==> src/hw/rtl/srd_pkg.sv <==
`default_nettype none

package srd_pkg;

	localparam int CFG_INDEX_BITS = 3;
	localparam int CFG_DATA_BITS  = 16;
	localparam int MIN_MOVE_BITS  = 10;
	localparam int WINDOW_BITS    = 16;
	localparam int TALLY_BITS     = 4;

	typedef enum logic [CFG_INDEX_BITS-1:0] {
		REG_DETECT_ENABLE    = 3'd0,
		REG_MIN_MOVE         = 3'd1,
		REG_WINDOW_LENGTH    = 3'd2,
		REG_REVERSALS_NEEDED = 3'd3
	} reg_index_t;

	typedef enum logic [1:0] {
		DIR_NONE  = 2'd0,
		DIR_RIGHT = 2'd1,
		DIR_LEFT  = 2'd2
	} dir_t;

	typedef struct packed {
		logic                     detect_enable;
		logic [MIN_MOVE_BITS-1:0] min_move;
		logic [WINDOW_BITS-1:0]   window_length;
		logic [TALLY_BITS-1:0]    reversals_needed;
	} srd_cfg_t;

	localparam logic [MIN_MOVE_BITS-1:0] MIN_MOVE_RESET  = 10'd10;
	localparam logic [WINDOW_BITS-1:0]   WINDOW_RESET    = 16'd1000;
	localparam logic [TALLY_BITS-1:0]    REVERSALS_RESET = 4'd4;

endpackage

`default_nettype wire

==> src/hw/rtl/srd_cfg.sv <==
`default_nettype none

module srd_cfg (
	input  wire logic                               clk,
	input  wire logic                               arst_n,
	input  wire logic                               cfg_valid,
	output logic                                    cfg_ready,
	input  wire logic [srd_pkg::CFG_INDEX_BITS-1:0] cfg_index,
	input  wire logic [srd_pkg::CFG_DATA_BITS-1:0]  cfg_data,
	output srd_pkg::srd_cfg_t                       cfg
);

	srd_pkg::srd_cfg_t cfg_q;
	logic              wr;

	assign cfg_ready = 1'b1;
	assign wr        = cfg_valid & cfg_ready;
	assign cfg       = cfg_q;

	always_ff @(posedge clk or negedge arst_n) begin
		if (!arst_n) begin
			cfg_q.detect_enable    <= 1'b1;
			cfg_q.min_move         <= srd_pkg::MIN_MOVE_RESET;
			cfg_q.window_length    <= srd_pkg::WINDOW_RESET;
			cfg_q.reversals_needed <= srd_pkg::REVERSALS_RESET;
		end else if (wr) begin
			case (srd_pkg::reg_index_t'(cfg_index))
				srd_pkg::REG_DETECT_ENABLE: begin
					cfg_q.detect_enable <= cfg_data[0];
				end
				srd_pkg::REG_MIN_MOVE: begin
					cfg_q.min_move <= cfg_data[srd_pkg::MIN_MOVE_BITS-1:0];
				end
				srd_pkg::REG_WINDOW_LENGTH: begin
					cfg_q.window_length <= cfg_data[srd_pkg::WINDOW_BITS-1:0];
				end
				srd_pkg::REG_REVERSALS_NEEDED: begin
					cfg_q.reversals_needed <= cfg_data[srd_pkg::TALLY_BITS-1:0];
				end
				default: begin
				end
			endcase
		end
	end

endmodule

`default_nettype wire

==> src/hw/rtl/srd_eval.sv <==
`default_nettype none

module srd_eval #(
	parameter int COORD_BITS = 16,
	parameter int TIME_BITS  = 32
) (
	input  wire logic                         clk,
	input  wire logic                         arst_n,
	input  wire srd_pkg::srd_cfg_t            cfg,
	input  wire logic                         advance,
	input  wire logic signed [COORD_BITS-1:0] pos_x,
	input  wire logic [TIME_BITS-1:0]         time_ms,
	output logic                              shake
);

	localparam int MagBits = (COORD_BITS + 1 > srd_pkg::MIN_MOVE_BITS) ?
		COORD_BITS + 1 : srd_pkg::MIN_MOVE_BITS;

	logic signed [COORD_BITS-1:0]    prev_x_q;
	srd_pkg::dir_t                   prev_dir_q;
	logic [TIME_BITS-1:0]            window_begin_q;
	logic [srd_pkg::TALLY_BITS-1:0]  tally_q;

	logic signed [MagBits-1:0]       dx;
	logic [MagBits-1:0]              mag;
	logic                            moved;
	srd_pkg::dir_t                   dir;
	logic [TIME_BITS-1:0]            elapsed;
	logic                            expired;
	logic                            reversal;
	logic [srd_pkg::TALLY_BITS-1:0]  tally_inc;
	logic                            restart;
	logic                            take;

	// exact difference, wide enough that it never wraps
	assign dx    = MagBits'(pos_x) - MagBits'(prev_x_q);
	assign mag   = dx[MagBits-1] ? MagBits'(~dx + 1'b1) : MagBits'(dx);
	assign moved = cfg.detect_enable && (mag >= MagBits'(cfg.min_move));
	assign dir   = (!dx[MagBits-1] && (dx != '0)) ? srd_pkg::DIR_RIGHT : srd_pkg::DIR_LEFT;

	assign elapsed   = time_ms - window_begin_q;
	assign expired   = elapsed > TIME_BITS'(cfg.window_length);
	assign reversal  = (prev_dir_q != srd_pkg::DIR_NONE) && (dir != prev_dir_q);
	assign tally_inc = tally_q + 1'b1;

	assign shake   = moved && !expired && reversal && (tally_inc >= cfg.reversals_needed);
	assign restart = moved && (expired || shake);
	assign take    = advance && moved;

	always_ff @(posedge clk or negedge arst_n) begin
		if (!arst_n) begin
			prev_x_q       <= '0;
			prev_dir_q     <= srd_pkg::DIR_NONE;
			window_begin_q <= '0;
			tally_q        <= '0;
		end else if (take) begin
			prev_x_q   <= pos_x;
			prev_dir_q <= dir;
			if (restart) begin
				window_begin_q <= time_ms;
				tally_q        <= '0;
			end else if (reversal) begin
				tally_q <= tally_inc;
			end
		end
	end

	a_shake_restarts: assert property (@(posedge clk) disable iff (!arst_n)
		advance && shake |=> tally_q == '0 && window_begin_q == $past(time_ms))
		else $error("shake did not restart the window");

	a_ignored_keeps_state: assert property (@(posedge clk) disable iff (!arst_n)
		advance && !moved |=> $stable(prev_x_q) && $stable(tally_q) && $stable(window_begin_q))
		else $error("ignored move changed the state");

	a_flag_needs_move: assert property (@(posedge clk) disable iff (!arst_n)
		shake |-> cfg.detect_enable && prev_dir_q != srd_pkg::DIR_NONE)
		else $error("shake raised without an examined reversal");

endmodule

`default_nettype wire

==> src/hw/rtl/shake_reversal_detector_top.sv <==
// shake_reversal_detector_top
//
// Watches a stream of pointer moves (pos_x, time_ms) and flags a horizontal
// shake: enough direction reversals inside a time window. Each move word on
// the in channel (in_valid/in_ready) yields exactly one word on the out
// channel (out_valid/out_ready) carrying shake_seen.
// Moves are registered in the input register on acceptance, evaluated
// against the detector state once the output register is free, and the
// flag lands in the output register, which drives out_valid. One move is
// taken every cycle as long as the receiver keeps up; each move makes at
// most one state update.
// When out_ready is low the output register holds its word, the input
// register keeps one more move, and in_ready drops only once both are full.
// Configuration words (cfg_valid/cfg_ready, cfg_index, cfg_data) are always
// taken; write them only while no move is in flight. Indexes beyond the
// register list are ignored.
// Reset clears the detector state (no direction, zero window and tally) and
// loads the register defaults: enabled, min move 10, window 1000 ms,
// four reversals.

`default_nettype none

module shake_reversal_detector_top #(
	parameter int COORD_BITS = 16,
	parameter int TIME_BITS  = 32
) (
	input  wire logic                               clk,
	input  wire logic                               arst_n,
	input  wire logic                               cfg_valid,
	output logic                                    cfg_ready,
	input  wire logic [srd_pkg::CFG_INDEX_BITS-1:0] cfg_index,
	input  wire logic [srd_pkg::CFG_DATA_BITS-1:0]  cfg_data,
	input  wire logic                               in_valid,
	output logic                                    in_ready,
	input  wire logic signed [COORD_BITS-1:0]       pos_x,
	input  wire logic [TIME_BITS-1:0]               time_ms,
	output logic                                    out_valid,
	input  wire logic                               out_ready,
	output logic                                    shake_seen
);

	srd_pkg::srd_cfg_t            cfg;
	logic                         valid_s1;
	logic signed [COORD_BITS-1:0] pos_x_s1;
	logic [TIME_BITS-1:0]         time_ms_s1;
	logic                         out_valid_q;
	logic                         shake_q;
	logic                         shake;
	logic                         out_free;
	logic                         advance;

	srd_cfg u_cfg (
		.clk       (clk),
		.arst_n    (arst_n),
		.cfg_valid (cfg_valid),
		.cfg_ready (cfg_ready),
		.cfg_index (cfg_index),
		.cfg_data  (cfg_data),
		.cfg       (cfg)
	);

	srd_eval #(
		.COORD_BITS (COORD_BITS),
		.TIME_BITS  (TIME_BITS)
	) u_eval (
		.clk     (clk),
		.arst_n  (arst_n),
		.cfg     (cfg),
		.advance (advance),
		.pos_x   (pos_x_s1),
		.time_ms (time_ms_s1),
		.shake   (shake)
	);

	assign out_free = !out_valid_q || out_ready;
	assign advance  = valid_s1 && out_free;
	assign in_ready = !valid_s1 || out_free;

	always_ff @(posedge clk or negedge arst_n) begin
		if (!arst_n) begin
			valid_s1 <= 1'b0;
		end else if (in_ready) begin
			valid_s1 <= in_valid;
		end
	end

	always_ff @(posedge clk) begin
		if (in_ready && in_valid) begin
			pos_x_s1   <= pos_x;
			time_ms_s1 <= time_ms;
		end
	end

	always_ff @(posedge clk or negedge arst_n) begin
		if (!arst_n) begin
			out_valid_q <= 1'b0;
		end else if (out_free) begin
			out_valid_q <= valid_s1;
		end
	end

	always_ff @(posedge clk) begin
		if (advance) begin
			shake_q <= shake;
		end
	end

	assign out_valid  = out_valid_q;
	assign shake_seen = shake_q;

	a_stall_only_when_full: assert property (@(posedge clk) disable iff (!arst_n)
		!in_ready |-> valid_s1 && out_valid_q && !out_ready)
		else $error("input stalled with room in the pipeline");

	a_word_reaches_output: assert property (@(posedge clk) disable iff (!arst_n)
		advance |=> out_valid_q)
		else $error("evaluated move lost before the output register");

	a_stalled_word_holds: assert property (@(posedge clk) disable iff (!arst_n)
		out_valid && !out_ready |=> out_valid && $stable(shake_seen))
		else $error("stalled output word changed");

endmodule

`default_nettype wire

==> config.mk <==
export PLATFORM = sky130hd
export DESIGN_NAME = shake_reversal_detector_top
export DESIGN_NICKNAME = d
export VERILOG_FILES = /design/src/hw/rtl/srd_pkg.sv /design/src/hw/rtl/srd_cfg.sv /design/src/hw/rtl/srd_eval.sv /design/src/hw/rtl/shake_reversal_detector_top.sv
export SDC_FILE = /design/constraint.sdc
export NUM_CORES = 1
export LEC_CHECK = 0
export BUFFER_PORTS_ARGS = -buffer_cell sky130_fd_sc_hd__buf_2
export CORE_ASPECT_RATIO = 0.9
export CORE_MARGIN = 10
export CORE_UTILIZATION = 40
export DETAILED_ROUTE_END_ITERATION = 7
export PLACE_DENSITY = 0.58
export RECOVER_POWER = 25
export SETUP_SLACK_MARGIN = 0.15
export SLEW_MARGIN = 15
export SYNTH_ARGS = -nofsm -noshare
export SYNTH_HDL_FRONTEND = slang
export SYNTH_HIERARCHICAL = 1
export SYNTH_SLANG_ARGS = --single-unit
export TNS_END_PERCENT = 30
==> constraint.sdc <==
create_clock -name clk -period 9.6 [get_ports clk]
set_clock_uncertainty 0.05 [all_clocks]
set_input_delay 1.44 -clock clk [delete_from_list [all_inputs] [get_ports clk]]
set_output_delay 1.44 -clock clk [all_outputs]
set_load 0.01 [all_outputs]
==> impl_results.md <==
* Sink Count at 136
* Post-CTS sizing at 0
* Post-synthesis sequential area ratio at 0.399
* Post-Layout Cell Count at 1,253
* FMAX at 180 MHz
* Die area at 29,400 um2
* RSZ-0062 raised after global routing: false
* Worst path max stage delay at 0.50 ns
* Failing checks: capacitance limit, slew limit
* Total wire length at 20,300 um
* Inserted Clock Buffers at 17
* Reg2Reg Setup Slack at 4.06 ns
* Most used cell, CP: a21o_1
* Outcome: complete, but fails checks
* Reg2reg start: time_ms_s1[0]$_DFFE_PP_
* WHS Endpoint: u_eval/prev_dir_q[0]$_DFFE_PN0P_
* Hold Buf Count CTS at 0
* Syn Area/Cell at 10.5 um2
* CTS max path bufs at 2
* Critical-path maximum fanout at 32
* CTS tree: yes
* R2R depth at 22
* Area of the multi-input gates at 4970 um2
* Worst r2r dst: u_eval/window_begin_q[16]$_DFFE_PN0P_
* Main combinational cell family by area after synthesis: compound AO/OA/AOI/OAI gates
* Global-route wire length before repair at 33,800 um
* Worst Setup Start Kind: flip-flop
* CP arrival at 5.80 ns
* HP Class: reg -> reg
* Tightest Pin Transition at 1.99 ns
* Antenna-violating nets left at 0
* HPWL after DPL at 15,000 um
* Required @ worst endpoint at 9.86 ns
* Row cnt at 52
* WL/cell at 16.2 um
* Hold path depth at 1
* GRT Util Overall at 0.140
* Worst-path cell chain: inv_1 -> ha_1 -> inv_1 -> fa_1 -> a21o_1 -> a221o_1 -> and2_1 -> or3_1 -> xor2_1 -> ha_1 -> a21o_1 -> a21o_1 -> a21oi_1 -> o21ai_0 -> o41a_1 -> a211o_1 -> a2111oi_2 -> o2111ai_1 -> nor4_2 -> a21oi_4 -> buf_4 -> mux2_4
* Gr ovfl total at 0
* Layout fillers at 2,188
* Slowest CP cell: nor4_2
* Endpoints failing setup at 0
* Syn. warnings at 6
* Setup_tns at 0 ns
* Mux contribution to synthesized area at 0.122
* DR pass1 iterations at 5
* Synth Instances at 871
* I/O pins at 76
* Xor and xnor fraction of the mapped netlist area at 0.0353
* PD cells at 341 nW/um2
* Min Tclk post-route at 5.54 ns
* DRT iter0 DRCs at 386
* Pin count of the biggest net entering global routing at 56
* Die span in x at 180 um
* Area growth syn-to-layout at 13.1%
* Clock transition at path regs at 0.06 ns
* Reg area at 3660 um2
* Max VDD drop at 0.142 mV
* DR DRC count at 0
* Final core occ at 0.461
* Slew Viols, Final at 34
* Number of cells after detailed placement at 1,221
* Clock Tree Root: clkbuf_16
* Seq cells post-synth at 136
* CP Launch Point: time_ms_s1[0]$_DFFE_PP_
* Layout cells sized above 1 at 0.229
* Core ar. at 22,500 um2
* Initial core utilization at 0.407
* Vias at 6,560
* Post-CTS setup buffer count at 0
* Post-synth cell types at 83
* Top post-synthesis cells by area: dfrtp_1, edfxtp_1, ha_1
* Die Y at 164 um
* Leak at 4.78 nW
* Synthesized area at 9170 um2
* Post-Syn Nets at 1,024
* Max-cap viol count at 1
* Area share of fa/ha/maj cells after synthesis at 0.112
* N_diodes at 0
* Clock Latency Late Sink at 0.43 ns
* Synth Flop Type: dfrtp_1
* Hold wc startpoint: u_eval/prev_dir_q[0]$_DFFE_PN0P_
* EDFF count, synth at 49
* Synth Area in Compound Gates at 0.157
* Port-buffer cells at 74
* Vias in the first global route at 6,490
* H-tree depth at 4
* Final #Nets at 1,096
* Slew headroom at -0.327
* Critical path class: reg -> reg
* Synth area leader: dfrtp_1
* Drt via density at 5.24
* Simple-gate share of the synthesized area at 0.115
* Post-synth top area share at 0.210
* Worst Setup End Kind: flip-flop
* Final Hold Vio Count at 0
* Fraction of registers with async set/reset at 0.640
* Crit share post-route at 0.577
* Initial antenna violation count at 0
* Final Wtd Congestion at 0.867
[cells by family (layout without fill, tap and decap cells)]
group	count (synthesis)	count (layout)
mux	87	87
flops	136	136
other cells	1	1
buf+inv	125	210
compound gates	208	208
simple gates	196	196
fa+ha+maj	81	81
xor+xnor	37	37
[layer usage]
layer,vias up,track usage,share of wire
met5,-,0,0
met4,0,0.0391,0.0085
met3,11,0.0285,0.031
met2,102,0.209,0.43
met1,3160,0.199,0.53
li1,3287,-,-
[flip-flops by register name (all words and copies together) (netlist names)]
| signal | flops |
|---|---|
| u_eval/tally_q | 4 |
| shake_seen | 1 |
| valid_s1 | 1 |
| out_valid | 1 |
| time_ms_s1 | 32 |
| u_eval/window_begin_q | 32 |
| u_cfg/cfg | 31 |
| u_eval/prev_x_q | 16 |
| u_eval/prev_dir_q | 2 |
| pos_x_s1 | 16 |
[per-stage QoR]
step	total power [mW]	setup WS, ns	instance area, um2	hold slack, ns
after floorplan	2.44	4.71	9170	0.399
after global placement	2.83	4.22	9780	0.409
after detailed placement	2.85	4.04	9780	0.421
after CTS	3.56	4.02	10400	0.435
after global routing	3.87	3.53	10400	0.456
final	3.54	4.06	10400	0.434
[critical path, delay by kind of cell (launching register included)]
family / cells / cell delay (ns)
adder cells (fa/ha/maj): 3 / 0.73
XOR/XNOR: 1 / 0.17
multiplexers: 1 / 0.37
buffers and inverters: 3 / 0.46
AND/OR/NAND/NOR: 3 / 1.01
AO/OA/AOI/OAI: 11 / 2.23
flip-flops: 1 / 0.38
[cell usage in the layout, fill, tap and decap left out, types with 12 or more instances in the layout]
master | netlist | routed
a21o_1 | 34 | 34
inv_1 | 101 | 101
ha_1 | 79 | 79
xor2_1 | 12 | 12
dfrtp_1 | 77 | 77
xnor2_1 | 25 | 25
nor2_1 | 50 | 50
o21ai_0 | 34 | 34
mux2_2 | 39 | 39
clkbuf_16 | 0 | 19
mux2_4 | 40 | 40
buf_2 | 4 | 72
nand2_1 | 38 | 38
a21oi_1 | 53 | 53
edfxtp_1 | 49 | 49
nand3_1 | 13 | 13
nand4_1 | 13 | 13
[cells in the mapped netlist, types with 3 or more instances]
master and number:
a2111oi_0 3, a211o_1 3, a211oi_1 7, a211oi_2 3, a21boi_0 5, a21o_1 34
a21oi_1 53, a31oi_1 6, and2_1 10, and3_1 7, and4_1 3, buf_2 4
buf_6 5, clkbuf_1 11, dfrtp_1 77, dfstp_2 10, edfxtp_1 49, ha_1 79
inv_1 101, mux2_2 39, mux2_4 40, mux2i_1 8, nand2_1 38, nand2b_1 11
nand3_1 13, nand4_1 13, nor2_1 50, nor2b_1 11, nor3_1 8, nor4_1 3
o2111ai_1 5, o211ai_1 6, o21a_1 7, o21ai_0 34, o21bai_1 3, o22ai_1 7
o31ai_1 4, or2_2 4, or3_1 7, xnor2_1 25, xor2_1 12
[how the worst max path moves through the flow]
stage                     cells past startpoint                                     to  slack [ns]
final                                        22  u_eval/window_begin_q[16]$_DFFE_PN0P_        4.06
after global routing                         22  u_eval/window_begin_q[24]$_DFFE_PN0P_        3.53
after CTS                                    22  u_eval/window_begin_q[30]$_DFFE_PN0P_        4.02
after detailed placement                     22  u_eval/window_begin_q[30]$_DFFE_PN0P_        4.04
after global placement                       22  u_eval/window_begin_q[15]$_DFFE_PN0P_        4.22
after floorplan                              21          u_eval/tally_q[1]$_DFFE_PN0P_        4.71
[report_power, final]
group,internal (mW),switching [mW]
logic,0.905,1.11
registers,0.763,0.0822
clock network,0.395,0.281
total,2.06,1.48
[area by class of cell]
class | instances | area share
Multi-Input combinational cell | 610 | 0.479
Sequential cell | 136 | 0.353
Clock buffer | 20 | 0.0462
Timing Repair Buffer | 77 | 0.0376
Inverter | 101 | 0.0365
Tap cell | 297 | 0.0358
Clock inverter | 12 | 0.0117
Note: power is estimated with default switching activity, not from simulation.
